## config.mk

```make
export PLATFORM = sky130hd
export DESIGN_NAME = kfcb_ctrl
export DESIGN_NICKNAME = d
export VERILOG_FILES = /design/src/hdl/kfcb_pkg.sv /design/src/hdl/kfcb_ctrl.sv
export SDC_FILE = /design/constraint.sdc
export NUM_CORES = 1
export LEC_CHECK = 0
export ABC_AREA = 1
export BUFFER_PORTS_ARGS = -buffer_cell sky130_fd_sc_hd__buf_2
export CORE_AREA = 5 5 42 44
export DETAILED_ROUTE_END_ITERATION = 8
export DIE_AREA = 0 0 47 49
export PLACE_DENSITY = 0.6
export SLEW_MARGIN = 20
export SYNTH_ARGS = -nofsm -noshare
export SYNTH_HDL_FRONTEND = slang
export SYNTH_SLANG_ARGS = --single-unit
```

## constraint.sdc

```tcl
create_clock -name clk -period 1.2 [get_ports clk]
set_input_delay 0.06 -clock clk [delete_from_list [all_inputs] [get_ports clk]]
set_output_delay 0.06 -clock clk [all_outputs]
set_load 0.01 [all_outputs]
```

## src/hdl/kfcb_pkg.sv

```systemverilog
// ----------------------------------------------------------------------------
// kfcb_pkg
// Shared widths, command codes and status bundle of the first-cycle
// bottleneck block.
// ----------------------------------------------------------------------------
package kfcb_pkg;

	localparam int VERT_BITS      = 10;
	localparam int MAX_VERTICES   = 1 << VERT_BITS;
	localparam int EDGE_ADDR_BITS = 10;
	localparam int MAX_EDGES      = 1 << EDGE_ADDR_BITS;
	localparam int COUNT_BITS     = EDGE_ADDR_BITS + 1;
	localparam int WEIGHT_BITS    = 20;
	localparam int RANK_BITS      = 4;
	localparam int EDGE_BITS      = WEIGHT_BITS + 2 * VERT_BITS;
	localparam int UF_BITS        = RANK_BITS + VERT_BITS;
	localparam logic [RANK_BITS-1:0] RANK_MAX = '1;

	localparam int S_TDATA_BITS = ((EDGE_BITS + 7) / 8) * 8;
	localparam int M_TDATA_BITS = ((WEIGHT_BITS + 7) / 8) * 8;

	// Datapath commands issued by the controller.
	typedef enum logic [3:0] {
		OP_IDLE,
		OP_CLEAR,
		OP_SORT_START,
		OP_SORT_OUTER,
		OP_SORT_RDCUR,
		OP_SORT_CHK,
		OP_SORT_CMP,
		OP_SORT_PLACE,
		OP_SCAN_START,
		OP_SCAN_OUTER,
		OP_SCAN_RD,
		OP_FIND_A,
		OP_FIND_B,
		OP_JOIN,
		OP_JOIN_RANK,
		OP_DONE
	} op_t;

	typedef struct packed {
		logic load_last;
		logic clr_last;
		logic i_end;
		logic j_zero;
		logic gt;
		logic root_hit;
		logic same_set;
		logic rank_inc;
		logic out_free;
	} sts_t;

endpackage

```

## src/hdl/kfcb_ctrl.sv

```systemverilog
// ----------------------------------------------------------------------------
// kfcb_ctrl
// Sequencer for load, clearing pass, insertion sort and union-find scan.
// ----------------------------------------------------------------------------
module kfcb_ctrl (
	input  logic         clk,
	input  logic         arst_n,
	input  kfcb_pkg::sts_t sts,
	output kfcb_pkg::op_t  op
);
	import kfcb_pkg::*;

	typedef enum logic [3:0] {
		ST_IDLE, ST_CLEAR, ST_SORT_START, ST_SORT_OUTER, ST_SORT_RDCUR, ST_SORT_CHK,
		ST_SORT_CMP, ST_SORT_PLACE, ST_SCAN_START, ST_SCAN_OUTER, ST_SCAN_RD,
		ST_FIND_A, ST_FIND_B, ST_JOIN, ST_JOIN_RANK, ST_DONE
	} state_t;

	state_t state_q, state_d;
	op_t    op_q, op_d;

	always_comb begin
		state_d = state_q;
		unique case (state_q)
			ST_IDLE:       if (sts.load_last) state_d = ST_CLEAR;
			ST_CLEAR:      if (sts.clr_last) state_d = ST_SORT_START;
			ST_SORT_START: state_d = ST_SORT_OUTER;
			ST_SORT_OUTER: state_d = sts.i_end ? ST_SCAN_START : ST_SORT_RDCUR;
			ST_SORT_RDCUR: state_d = ST_SORT_CHK;
			ST_SORT_CHK:   state_d = sts.j_zero ? ST_SORT_PLACE : ST_SORT_CMP;
			ST_SORT_CMP:   state_d = sts.gt ? ST_SORT_CHK : ST_SORT_PLACE;
			ST_SORT_PLACE: state_d = ST_SORT_OUTER;
			ST_SCAN_START: state_d = ST_SCAN_OUTER;
			ST_SCAN_OUTER: state_d = sts.i_end ? ST_DONE : ST_SCAN_RD;
			ST_SCAN_RD:    state_d = ST_FIND_A;
			ST_FIND_A:     if (sts.root_hit) state_d = ST_FIND_B;
			ST_FIND_B: begin
				if (sts.root_hit) begin
					state_d = sts.same_set ? ST_DONE : ST_JOIN;
				end
			end
			ST_JOIN:       state_d = sts.rank_inc ? ST_JOIN_RANK : ST_SCAN_OUTER;
			ST_JOIN_RANK:  state_d = ST_SCAN_OUTER;
			ST_DONE:       if (sts.out_free) state_d = ST_IDLE;
			default:       state_d = ST_IDLE;
		endcase
	end

	always_comb begin
		unique case (state_d)
			ST_IDLE:       op_d = OP_IDLE;
			ST_CLEAR:      op_d = OP_CLEAR;
			ST_SORT_START: op_d = OP_SORT_START;
			ST_SORT_OUTER: op_d = OP_SORT_OUTER;
			ST_SORT_RDCUR: op_d = OP_SORT_RDCUR;
			ST_SORT_CHK:   op_d = OP_SORT_CHK;
			ST_SORT_CMP:   op_d = OP_SORT_CMP;
			ST_SORT_PLACE: op_d = OP_SORT_PLACE;
			ST_SCAN_START: op_d = OP_SCAN_START;
			ST_SCAN_OUTER: op_d = OP_SCAN_OUTER;
			ST_SCAN_RD:    op_d = OP_SCAN_RD;
			ST_FIND_A:     op_d = OP_FIND_A;
			ST_FIND_B:     op_d = OP_FIND_B;
			ST_JOIN:       op_d = OP_JOIN;
			ST_JOIN_RANK:  op_d = OP_JOIN_RANK;
			ST_DONE:       op_d = OP_DONE;
			default:       op_d = OP_IDLE;
		endcase
	end

	always_ff @(posedge clk or negedge arst_n) begin
		if (!arst_n) begin
			state_q <= ST_IDLE;
			op_q    <= OP_IDLE;
		end else begin
			state_q <= state_d;
			op_q    <= op_d;
		end
	end

	assign op = op_q;

endmodule

```

Yosys cells after proc, flatten, opt, wreduce, memory -nomap -nowiden
Memory sizes are Yosys's and may differ from the RTL's. A register that Yosys moved wholly into a read port is not among the register bits.
Cells that the tools add are included.
{"block": "classes", "n_mux": 12, "reduce_logical": 4, "n_eq_ne": 15}
{"cell": "4-bit one-hot mux with 14 select lines", "count": 1}
{"cell": "4-bit == test (second input constant)", "count": 8}
{"cell": "4-bit 2-to-1 mux", "count": 6}
{"cell": "4-bit by 3-bit == test with 1-bit output (second input constant)", "count": 4}
{"cell": "4-bit by 2-bit == test with 1-bit output (second input constant)", "count": 2}
{"cell": "3-bit 2-to-1 mux", "count": 2}
{"cell": "4-bit by 1-bit == test with 1-bit output (second input constant)", "count": 1}
{"cell": "4-bit logical NOT", "count": 1}
{"cell": "2-bit 2-to-1 mux", "count": 2}
{"cell": "2-bit OR reduction", "count": 2}
{"cell": "1-bit logical NOT", "count": 1}
{"cell": "1-bit 2-to-1 mux", "count": 1}
{"block": "totals", "rom_bits": 64, "ff_bits": 4, "elab_cells": 33, "inputBits": 11, "out_inout_bits": 4, "mem_count": 1}
{"name": "(no name shown)", "words": 16, "width": 4, "rd": 1, "rd_clocked_by_memory_dff": 1, "wr": 0, "line_no": "kfcb_ctrl.sv:50", "source": "unique case (state_d)"}

Longest topological paths before layout
{"block": "logic_depth", "ltp_word": 3, "depth_mapped": 10, "ltp_nobuf": 9}

Least setup slack after synthesis
No wires, ideal clock.
{"block": "synth_path", "path_type": "flip-flop to flip-flop", "start": "reg op[1] (netlist name)", "end": "reg op_q[1], in the netlist op[1]", "path_buffers": 1, "setup_ps": 116, "required_time_ps": 1084, "period_less_slack_ps": 1195, "slack_ps": 5, "stages_incl_launch_ff": 10, "arrival_ps": 1079, "cell_sequence": "dfrtp_1 buf_6 nor2_2 nand2_4 nand2_2 nand2_2 inv_2 nor2_2 nand2_1 nand2_1"}
{"item": "end, declared", "line_no": "kfcb_ctrl.sv:20", "source": "op_t op_q, op_d;"}

==> results.tsv <==
metric	value	unit
drc	0	
seqCellArea	105	um2
dr.first_iter.drc_count	14	
multi_input_area	357	um2
drt-total-wl	1.34	mm
status	finished, violations left	
area_growth	46.2	%
place_area	576	um2
clock-root-buffer	clkbuf_4	
synthArstFlopShare	100	%
reg2reg_depth	8	
p_per_area	2580	mW/mm2
power	1820	uW
synth-seq-cells	4	
violations	setup timing	
largest_reg_flops	4	
antenna_found_initial	0	
worstSetupPathType	register to register	
arrival	1.36	ns
yosysWarnings	0	
netlist_instances	78	
skew	0.00808	ns
hold_violations	0	
synth_top_cell_area_share	20.8	%
htree_levels	1	
core	0.00140	mm2
fp-row-count	14	
track_usage	12.6	%
holdPathEnd	op[2]	
first_global_vias	498	
worst_pin_slew	0.274	ns
gp_congestion	0.852	
firstDrtPassIters	4	
yosys_most_used_dff	dfrtp_1	
die_w	47	um
cts_buffers	3	
antenna_left	0	
finalCritPeriodShare	103	%
r2r_start	op[0]	
ys_types	21	
final_area	704	um2
grt_overflow	0	
diodes	0	
cts_tree	done	
drv_cap	0	
die_h	49	um
setup_viol	2	
synth_common_cells	nand2_1 (22), nor2_1 (9), inv_1 (5), nand2_2 (5)	
final.setup.worst_slack	-0.0339	ns
synth_edf_count	0	
leakage	0.000377	uW
synth-seq-area-share	20.8	%
clk_pin_slew_worst_paths	0.04	ns
fmax	810	MHz
drive_gt1_share	52.0	%
yosysMostFrequentCell	nand2_1	
viasPerCell	4.82	
cts_buffer_depth	2	
holdPathStages	4	
rsz0062_at_grt	true	
startpoint_type	register	
reg2reg_setup_slack	-0.03	ns
insertion_delay	0.24	ns
endpoint_kind	register	
vdd_drop_max	1190	uV
port_buffers	14	
cts.sinks	4	
dpl.hpwl	946	um
grt_pass1_wl	2.08	mm
die_area	0.00230	mm2
slew_violations	0	
hold_path_class	primary input to register	
start_util	34.4	%
synthesis.nets	89	
synth_area_leader_cell	dfrtp_1	
timing.rr.end	op[1]	
cp.required	1.32	ns
syn_avg_cell_area	6.18	um2
synth.area.top_cells	dfrtp_1 (21%), nand2_1 (17%), nor2_1 (7.0%)	
finalNetCount	113	
nFillCells	148	
setup-tns-final	-0.0543	ns
cp_max_fo	8	
pin_count	15	
grt_max_degree	9	
num_vias	559	
wire_per_inst	11.6	um
max_slew_margin	81.7	%
period_needed	1.23	ns
synthesis.area	482	um2
whs	0.112	ns
hold_start	sts[3]	
==> kinds of logic after synthesis <==
| family | Yosys count | share of synthesized area, % |
|---|---|---|
| buf+inv | 14 | 16.1 |
| flops | 4 | 20.8 |
| simple gates | 52 | 53.2 |
| compound gates | 8 | 9.87 |
==> what timing repair did <==
action                                  in CTS  in global routing
gates resized for setup                     11                 14
hold buffers                                 1                  0
cloned                                       0                  0
pin swaps                                    5                 11
buffers inserted                             1                  1
endpoints found under the setup margin       3                  4
hold endpoints to repair                     4                  0
==> worst max-delay path: stages, from the launching register on <==
cell and delay, ns:
dfrtp_2 0.52, buf_6 0.16, nor2_2 0.03, nand2_1 0.05, nand2_1 0.05, nor2_1 0.09
nand3_1 0.10, nand2_1 0.07, nand2_1 0.04
==> placed cells by master (no fill, tap or decap), types with 4 or more instances in the layout <==
cell type and count:
nor2_4 4, inv_1 5, nand2_1 18, nand2_2 8, buf_6 5, dfrtp_2 4, buf_2 13, nor2_1 7
==> where the power goes <==
group | internal [uW] | switching, uW | total (uW)
sequential | 216 | 204 | 420
clock | 112 | 57.0 | 169
combinational | 557 | 669 | 1230
total | 885 | 930 | 1820
==> final cells by class <==
| class | count | area share, % |
|---|---|---|
| tap | 16 | 2.84 |
| sequential | 4 | 14.9 |
| timing repair buffer | 22 | 21.8 |
| multi-input combinational | 60 | 50.6 |
| clock buffer | 3 | 3.20 |
| inverter | 11 | 6.57 |
==> worst max-delay path by stage <==
stage | start | end | slack [ns] | cells past startpoint
after floorplan | op[1] | op[1] | 0.005 | 9
after CTS | op[0] | op[1] | -0.01 | 7
after detailed placement | op[1] | op[1] | -0.06 | 8
after global routing | op[0] | op[0] | -0.11 | 7
after global placement | op[0] | op[1] | -0.07 | 8
final | op[0] | op[1] | -0.03 | 8
==> through the flow <==
stage               utilization (%)  cells  worst slack (ns)
detailed placement             41.1    110           -0.0594
global placement               41.1    110           -0.0659
CTS                            46.1    115           -0.0132
floorplan                         -     78           0.00502
global route                   50.3    116            -0.108
finish                         50.3    116           -0.0339
==> metal layers <==
layer  track usage [%]  vias up  part of all wire [%]
li1                  -      290                     -
met1              14.2      251                    41
met2              19.9       13                    52
met3              4.06        5                   4.4
met4              6.91        0                   2.3
met5                 0        -                     0
Note: power is estimated with default switching activity, not from simulation.
